==> config.mk <==
export PLATFORM = sky130hd
export DESIGN_NAME = button_debounce_click_classifier_unit
export DESIGN_NICKNAME = d
export VERILOG_FILES = /design/src/rtl/bdcc_pkg.sv /design/src/rtl/bdcc_core.sv /design/src/rtl/button_debounce_click_classifier_unit.sv
export SDC_FILE = /design/constraint.sdc
export NUM_CORES = 1
export LEC_CHECK = 0
export ABC_AREA = 1
export BUFFER_PORTS_ARGS = -buffer_cell sky130_fd_sc_hd__buf_2
export CAP_MARGIN = 20
export CORE_ASPECT_RATIO = 1.1
export CORE_MARGIN = 2
export CORE_UTILIZATION = 61
export CTS_BUF_LIST = sky130_fd_sc_hd__clkbuf_16
export DETAILED_ROUTE_END_ITERATION = 10
export GPL_ROUTABILITY_DRIVEN = 0
export GPL_TIMING_DRIVEN = 0
export PLACE_DENSITY_LB_ADDON = 0.05
export SETUP_SLACK_MARGIN = 0.02
export SYNTH_ARGS = -nofsm -noshare
export SYNTH_HDL_FRONTEND = slang
export SYNTH_SLANG_ARGS = --single-unit
==> constraint.sdc <==
create_clock -name clk -period 4.57 [get_ports clk]
set_input_delay 0.2285 -clock clk [delete_from_list [all_inputs] [get_ports clk]]
set_output_delay 0.2285 -clock clk [all_outputs]
set_load 0.01 [all_outputs]
==> src/rtl/bdcc_pkg.sv <==
// ----------------------------------------------------------------------------
// bdcc_pkg: shared types and codes for the button debounce / click classifier
// Holds the phase encoding, event codes, register indexes and result struct.
// ----------------------------------------------------------------------------
`default_nettype none

package bdcc_pkg;

  localparam int unsigned TimeW  = 32;
  localparam int unsigned CountW = 8;
  localparam int unsigned KindW  = 2;
  localparam int unsigned InW    = 40;  // 33 payload bits padded to bytes
  localparam int unsigned OutW   = 16;  // 11 payload bits padded to bytes

  // configuration register indexes
  localparam logic REG_DEBOUNCE   = 1'b0;
  localparam logic REG_MULTICLICK = 1'b1;

  typedef enum logic [4:0] {
    PH_RELEASED   = 5'b00001,
    PH_DEB_ACTIVE = 5'b00010,
    PH_ACTIVE     = 5'b00100,
    PH_DEB_REL    = 5'b01000,
    PH_LONG       = 5'b10000
  } bdcc_phase_t;

  typedef enum logic [KindW-1:0] {
    EV_RELEASED = 2'd0,
    EV_PRESSED  = 2'd1,
    EV_LONG     = 2'd2,
    EV_MULTI    = 2'd3
  } bdcc_kind_t;

  typedef struct packed {
    logic              valid;
    bdcc_kind_t        kind;
    logic [CountW-1:0] count;
    logic              active;
  } bdcc_result_t;

endpackage

`default_nettype wire

==> src/rtl/bdcc_core.sv <==
// ----------------------------------------------------------------------------
// bdcc_core: phase machine and click state
// Applies one sample per step and forms at most one event combinationally.
// ----------------------------------------------------------------------------
`default_nettype none

module bdcc_core
  import bdcc_pkg::*;
(
  input  wire logic              clk,
  input  wire logic              rst,
  input  wire logic              step,
  input  wire logic [TimeW-1:0]  now_ms,
  input  wire logic              pin_level,
  input  wire logic [TimeW-1:0]  debounce_ms,
  input  wire logic [TimeW-1:0]  multiclick_delay_ms,
  output bdcc_result_t           res
);

  bdcc_phase_t       phase, phase_next;
  logic              last_level, last_level_next;
  logic [TimeW-1:0]  debounce_start, debounce_start_next;
  logic [TimeW-1:0]  click_start, click_start_next;
  logic [CountW-1:0] press_count, press_count_next;

  logic             in_deb, edge_seen, press_edge, release_edge;
  logic [TimeW-1:0] since_deb, since_click;
  logic             deb_done, click_over;

  assign in_deb       = (phase == PH_DEB_ACTIVE) || (phase == PH_DEB_REL);
  assign edge_seen    = !in_deb && (pin_level != last_level);
  assign press_edge   = edge_seen && !pin_level;
  assign release_edge = edge_seen && pin_level;
  // modulo 2^32 elapsed times
  assign since_deb    = now_ms - debounce_start;
  assign since_click  = now_ms - click_start;
  assign deb_done     = since_deb >= debounce_ms;
  assign click_over   = since_click > multiclick_delay_ms;

  always_comb begin
    phase_next          = phase;
    last_level_next     = edge_seen ? pin_level : last_level;
    debounce_start_next = debounce_start;
    click_start_next    = click_start;
    press_count_next    = press_count;
    res                 = '{valid: 1'b0, kind: EV_RELEASED, count: '0, active: 1'b0};
    unique case (phase)
      PH_RELEASED: begin
        if (press_count != '0 && click_over) begin
          res              = '{valid: 1'b1, kind: EV_MULTI, count: press_count, active: 1'b0};
          press_count_next = '0;
        end
        if (press_edge) begin
          phase_next          = PH_DEB_ACTIVE;
          debounce_start_next = now_ms;
        end
      end
      PH_DEB_ACTIVE: begin
        if (deb_done) begin
          phase_next       = PH_ACTIVE;
          click_start_next = now_ms;
          press_count_next = press_count + 1'b1;
          res = '{valid: 1'b1, kind: EV_PRESSED, count: press_count + 1'b1, active: 1'b1};
        end
      end
      PH_ACTIVE: begin
        // long hold wins over a release edge in the same sample
        if (click_over) begin
          phase_next       = PH_LONG;
          press_count_next = '0;
          res = '{valid: 1'b1, kind: EV_LONG, count: '0, active: 1'b1};
        end else if (release_edge) begin
          phase_next          = PH_DEB_REL;
          debounce_start_next = now_ms;
        end
      end
      PH_DEB_REL: begin
        if (deb_done) begin
          phase_next = PH_RELEASED;
          res = '{valid: 1'b1, kind: EV_RELEASED, count: '0, active: 1'b0};
        end
      end
      PH_LONG: begin
        if (release_edge) begin
          phase_next          = PH_DEB_REL;
          debounce_start_next = now_ms;
        end
      end
      default: begin
        phase_next = phase;
      end
    endcase
    if (!step) begin
      res.valid = 1'b0;
    end
  end

  always_ff @(posedge clk) begin
    if (rst) begin
      phase          <= PH_RELEASED;
      last_level     <= 1'b0;
      debounce_start <= '1;
      click_start    <= '1;
      press_count    <= '0;
    end else if (step) begin
      phase          <= phase_next;
      last_level     <= last_level_next;
      debounce_start <= debounce_start_next;
      click_start    <= click_start_next;
      press_count    <= press_count_next;
    end
  end

endmodule

`default_nettype wire

==> src/rtl/button_debounce_click_classifier_unit.sv <==
// ----------------------------------------------------------------------------
// button_debounce_click_classifier_unit: debounced button event classifier
// Input register, phase machine and event output register.
// ----------------------------------------------------------------------------
// Usage:
//   s_* carries one sample per request: a millisecond timestamp and the raw
//   pin level (0 = active). m_* carries events: released, pressed (with the
//   8-bit click count), long hold, or multiclick summary (with the count).
//   Samples that cause no event produce nothing on m_*.
//   cfg_we/cfg_addr/cfg_data write debounce_ms (index 0) and
//   multiclick_delay_ms (index 1); write only while the block is idle.
// Timing:
//   One sample per cycle sustained while m_tready is high. A sample sits in
//   the input register, is applied to the phase machine, and its event is
//   registered before it shows on m_*. The whole state update is one short
//   step (two 32-bit subtract/compares), so each stage holds one sample.
// Reset (rst, synchronous): phase released, last level 0, timestamps all
//   ones, count 0, registers 0, both stages empty.
// Stall: a held event blocks the phase machine; the input register, if empty,
//   still takes one more sample, then s_tready drops until m_tready returns.
// ----------------------------------------------------------------------------
`default_nettype none

module button_debounce_click_classifier_unit
  import bdcc_pkg::*;
(
  input  wire logic            clk,
  input  wire logic            rst,
  input  wire logic            s_tvalid,
  output      logic            s_tready,
  input  wire logic [InW-1:0]  s_tdata,   // [31:0] now_ms, [32] pin_level
  output      logic            m_tvalid,
  input  wire logic            m_tready,
  output      logic [OutW-1:0] m_tdata,   // [1:0] event_kind, [9:2] click_count,
                                          // [10] active_flag
  input  wire logic            cfg_we,
  input  wire logic            cfg_addr,
  input  wire logic [TimeW-1:0] cfg_data
);

  logic [TimeW-1:0] debounce_ms, multiclick_delay_ms;
  logic             in_vld;
  logic [TimeW-1:0] in_now;
  logic             in_pin;
  logic             out_vld;
  bdcc_kind_t       out_kind;
  logic [CountW-1:0] out_count;
  logic             out_active;
  logic             step;
  bdcc_result_t     res;

  assign step     = in_vld && (!out_vld || m_tready);
  assign s_tready = !in_vld || step;

  always_ff @(posedge clk) begin
    if (rst) begin
      debounce_ms         <= '0;
      multiclick_delay_ms <= '0;
    end else if (cfg_we) begin
      unique case (cfg_addr)
        REG_DEBOUNCE:   debounce_ms         <= cfg_data;
        REG_MULTICLICK: multiclick_delay_ms <= cfg_data;
        default:        debounce_ms         <= debounce_ms;
      endcase
    end
  end

  always_ff @(posedge clk) begin
    if (rst) begin
      in_vld <= 1'b0;
    end else if (s_tready) begin
      in_vld <= s_tvalid;
    end
  end

  always_ff @(posedge clk) begin
    if (s_tready && s_tvalid) begin
      in_now <= s_tdata[TimeW-1:0];
      in_pin <= s_tdata[TimeW];
    end
  end

  bdcc_core u_core (
    .clk                 (clk),
    .rst                 (rst),
    .step                (step),
    .now_ms              (in_now),
    .pin_level           (in_pin),
    .debounce_ms         (debounce_ms),
    .multiclick_delay_ms (multiclick_delay_ms),
    .res                 (res)
  );

  always_ff @(posedge clk) begin
    if (rst) begin
      out_vld <= 1'b0;
    end else if (!out_vld || m_tready) begin
      out_vld <= res.valid;
    end
  end

  always_ff @(posedge clk) begin
    if (res.valid) begin
      out_kind   <= res.kind;
      out_count  <= res.count;
      out_active <= res.active;
    end
  end

  assign m_tvalid = out_vld;
  assign m_tdata  = {{(OutW - KindW - CountW - 1){1'b0}}, out_active, out_count, out_kind};

endmodule

`default_nettype wire

### Word level (Yosys, flattened, before mapping)

Index checks and enable logic that the tools add are counted.

* register bits after elaboration: 188
* bits in latches: 0
* memory bits (writable): 0
* ROM bits: 0
* logic and storage cells: 76
* memories: 0

* add/sub/neg operators: 3
* $mul: 0
* div/mod/pow operators: 0
* order comparisons: 2
* eq/ne operators: 12
* shifts and indexed selects: 0
* muxes and demuxes: 20
* bitwise logic cells: 1
* reductions and logical operators: 24

Operators by type and width (count)
* two-way mux 32 bit: 3
* case mux 32 bit (3 select lines): 1
* subtractor 32 bit: 2
* two-way mux 12 bit: 4
* case mux 12 bit (4 select lines): 1
* greater-or-equal comparator 32 bit: 1
* greater-than comparator 32 bit: 1
* two-way mux 5 bit: 5
* case mux 5 bit (5 select lines): 1
* two-way mux 8 bit: 3
* case mux 8 bit (3 select lines): 1
* inequality test 2 x 1 -> 1 bit (second input constant): 5
* AND reduction 5 bit: 2
* adder 8 x 1 -> 8 bit (second input constant): 1
* nonzero test 8 bit: 1
* logical AND 1 bit: 6
* AND reduction 2 bit: 3
* nonzero test 3 bit: 2
* == test 5 x 1 -> 1 bit (second input constant): 1
* == test 5 x 2 -> 1 bit (second input constant): 1
* == test 5 x 3 -> 1 bit (second input constant): 1
* == test 5 x 4 -> 1 bit (second input constant): 1
* == test 5 bit (second input constant): 1
* nonzero test 5 bit: 1
* 8 further kinds: 13

### Depth between registers and ports, before layout

* depth after elaboration: 8
* gate-level depth with buffers: 30
* mapped depth without buffers: 30

### Hierarchy

Synthesis repeated with hierarchy kept, for this count alone.

* cell total of the unflattened synthesis: 1722
* area total of the unflattened synthesis: 12821.0 um^2

Modules (own cells, without submodules)
* bdcc_core: times used 1, cells each 1308, area each 8837.2 um^2, seq. area each 1561.5 um^2
* button_debounce_click_classifier_unit: times used 1, cells each 414, area each 3983.8 um^2, seq. area each 2642.5 um^2

### Worst setup path before layout

No wires, ideal clock.

* kind: register -> register
* start: register in_now[0]
* end: register out_active (enable)
* library setup time: 0.339 ns
* data arrival time: 3.724 ns
* required time: 4.231 ns
* slack: 0.507 ns
* cell stages (with the launch flop): 28
* cell sequence: edfxtp_1 -> inv_1 -> ha_1 -> inv_1 -> fa_1 -> nand3_1 -> nand2_1 -> a21oi_1 -> o21ai_1 -> a21oi_1 -> inv_1 -> nand2_1 -> nand2_1 -> nand2_1 -> nand2_1 -> xor2_1 -> ha_1 -> nand2_1 -> nor2_1 -> nand4_1 -> nor2_1 -> nand4_1 -> nand3_1 -> clkbuf_1 -> nand2_1 -> nand3_1 -> nand2_1 -> inv_1

RTL lines
* start: declaration: line button_debounce_click_classifier_unit.sv:43 `logic [TimeW-1:0] in_now;`
* start signal: assignment: line button_debounce_click_classifier_unit.sv:78 `in_now <= s_tdata[TimeW-1:0];`
* end signal: assignment: line button_debounce_click_classifier_unit.sv:106 `out_active <= res.active;`
* end: declaration: line button_debounce_click_classifier_unit.sv:48 `logic out_active;`

==> metrics.txt <==
post-synth cell types 54; Sequential Power Share 0.430; area growth from synthesis to layout 16.4%; Pint 0.00293 W; layout cells sized above 1 0.158; Synth Area in XOR/XNOR 0.0425; final core utilization 0.725; area share of and/or/nand/nor cells after synthesis 0.184; CTS H-tree depth 4; hold crit path type primary input to register; Leak 6.77 nW; status finished clean; core region area 19900 sq um; peak supply drop 0.272 mV; Critical Path AT 4.54 ns; 1st-iter DRT viols 818; DR vias/cell 5.64; Post-Layout Cell Count 2011; Min Clock Period, post-route 4.38 ns; final worst-path cycle share 0.958; clock sink total 188; Die X-Extent 140 um; critical path peak fanout 6; largest net degree at the start of global routing 34; largest family of logic cells by synthesized area compound AO/OA/AOI/OAI gates; syn avg cell area 7.76 sq um; first-pass GRT wire length 52.9 mm; Crit path required time 4.73 ns; crit path kind register to register; final hold violation count 0; CTS tree yes; sw frac 0.318; CTS buffer count 17; Ant. Diodes 0; cell area after synthesis 12400 sq um; Comb pwr share 0.219; Post-Synth Adder-Cell Area 0.133; hold path depth 3; CTS Buffer Depth 2; dpl hpwl 26.1 mm; final setup violation count 0; Max Cap Violations 0; Synth Area in Compound Gates 0.199; Yosys reg bits 188; pwr dens 299 nW/um^2; Slew Viols, Final 0; aggregate global-route resource usage 0.312; # DRC 0; Worst Clk Skew 0.0118 ns; DR pass1 iterations 5; Clock Latency Late Sink 0.45 ns; placed insts 1931; ys flop type dfxtp_1; NumNets Final 1954; NetSw 0.00137 W; Ports 96; mux contribution to synthesized area 0; fmax 228 MHz; Die ar. 21400 sq um; final wirelength 33.7 mm; Slew @ Worst Pin 0.837 ns; vias after detailed routing 11300; Startpoint Class register; Worst-path clk slew 0.08 ns; Mapped Cells 1593; drt wl/cell 16.8 um; slew margin rel. 0.442; vias in the first global route 10600; Clock Power Share 0.352; asr flop ratio synth 0; synthesis warning total 0; CTS root buf clkbuf_16; Detail Route Antenna Nets 0; sequential fraction of the synthesis area 0.340; filler cell count 1613; setup TNS 0 ns; R2R cell count 27; Rows 54; PortBufs 82; GR Overflow Total 0; CP endpoint kind register; Die Span Y 153 um; antenna violations before repair 0; number of flops mapped to enable cells by yosys 44; Initial Utilization 0.623
## power by group through the flow
| stage | sequential (W) | combinational [W] | clock [W] |
|---|---|---|---|
| 5_1_grt | 0.00186 | 0.00105 | 0.00159 |
| 4_1_cts | 0.00185 | 0.000896 | 0.00153 |
| 6_report | 0.00185 | 0.000940 | 0.00151 |
| 3_5_place_dp | 0.00189 | 0.000849 | 0 |
| 3_3_place_gp | 0.00188 | 0.000825 | 0 |
| 2_1_floorplan | 0.00187 | 0.000611 | 0 |
## final timing paths
check / end / slack [ns] / start
max: out_count[2] / 0.19 / in_now[0]
min: debounce_ms[0] / 0.05 / cfg_data[0]
max reg2reg: out_count[2] / 0.19 / in_now[0]
min reg2reg: multiclick_delay_ms[11] / 0.46 / multiclick_delay_ms[11]
## layout make-up
| class | count | area [sq um] | share of cell area |
|---|---|---|---|
| repair inverters | 1 | 7.51 | 0.000521 |
| plain buffers | 49 | 350 | 0.0243 |
| flip-flops and latches | 188 | 4200 | 0.292 |
| inverters | 252 | 970 | 0.0673 |
| clock buffers | 19 | 475 | 0.0330 |
| repair buffers | 129 | 846 | 0.0587 |
| well taps | 252 | 315 | 0.0219 |
| multi-input cells | 1108 | 7120 | 0.494 |
| clock inverters | 13 | 118 | 0.00817 |
## cells in the final DEF (no fill, tap or decap), drive strengths merged, types with 44 or more instances in the layout
cell / n
nor2: 106
o211ai: 64
o21ai: 123
ha: 128
inv: 260
nand2: 306
a21oi: 158
dfxtp: 144
xor2: 49
edfxtp: 44
clkbuf: 47
buf: 117
nand3: 54
## stage by stage
stage          hold slack (ns)  setup WS, ns  power [W]  cell area (sq um)
3_5_place_dp             0.407        -0.686    0.00273              13100
2_1_floorplan            0.327         0.507    0.00248              12400
6_report                0.0457         0.192    0.00430              14400
3_3_place_gp             0.405        -0.618    0.00271              13100
4_1_cts                 0.0341        0.0226    0.00427              14200
5_1_grt                 0.0482       -0.0310    0.00450              14400
## logic make-up (layout without fill, tap and decap cells)
| kind of cell | count (synthesis) | count (layout) |
|---|---|---|
| compound gates | 401 | 401 |
| other cells | 1 | 5 |
| xor+xnor | 60 | 60 |
| simple gates | 512 | 512 |
| buf+inv | 301 | 463 |
| fa+ha+maj | 130 | 130 |
| flops | 188 | 188 |
## cells in the mapped netlist, drive strengths merged (15+ instances only)
| master | instances | area, sq um |
|---|---|---|
| a21oi | 158 | 791 |
| buf | 20 | 194 |
| clkbuf | 29 | 109 |
| dfxtp | 144 | 2880 |
| edfxtp | 44 | 1320 |
| ha | 128 | 1600 |
| inv | 250 | 938 |
| nand2 | 306 | 1240 |
| nand3 | 54 | 280 |
| nand4 | 22 | 144 |
| nor2 | 106 | 418 |
| nor3 | 15 | 91.3 |
| o211ai | 64 | 631 |
| o21ai | 123 | 619 |
| xor2 | 49 | 429 |
## registers in the layout, summed over array words and instances (netlist names), 5 cells and up
name and flops:
u_core.click_start 32, debounce_ms 32, in_now 32, multiclick_delay_ms 32, u_core.phase 5, out_count 8, u_core.press_count 8, u_core.debounce_start 32
## per-layer routing
layer / vias up / GRT usage / part of all wire
li1: 5642 / - / -
met3: 65 / 0.0432 / 0.066
met4: 0 / 0.120 / 0.034
met5: - / 0 / 0
met1: 5220 / 0.409 / 0.43
met2: 406 / 0.522 / 0.47
## critical path: stages (launching register included)
cell        delay (ns)
edfxtp_1          0.38
inv_2             0.09
ha_1              0.14
inv_1             0.10
fa_2              0.36
nand3_1           0.08
nand2_1           0.10
nand2_1           0.09
nand2_2           0.09
inv_2             0.09
o21bai_4          0.08
nand2_1           0.08
nand2_1           0.12
nand3_1           0.11
nand2_1           0.11
xor2_2            0.18
ha_1              0.28
nand2_1           0.06
nor2_2            0.11
nand4_1           0.16
nor3b_2           0.26
buf_4             0.15
nand3_2           0.11
buf_4             0.20
nand3_4           0.14
nand3_2           0.12
nand2_4           0.12
clkinvlp_4        0.19
## timing repair
action / CTS / global route
hold endpoints to repair: 33 / 0
resized for setup: 31 / 41
setup buffers: 4 / 10
cloned: 1 / 0
setup endpoints to repair: 87 / 91
hold buffers: 33 / 0
pin swaps: 7 / 14
No activity file was read; power rests on OpenSTA's default activity.
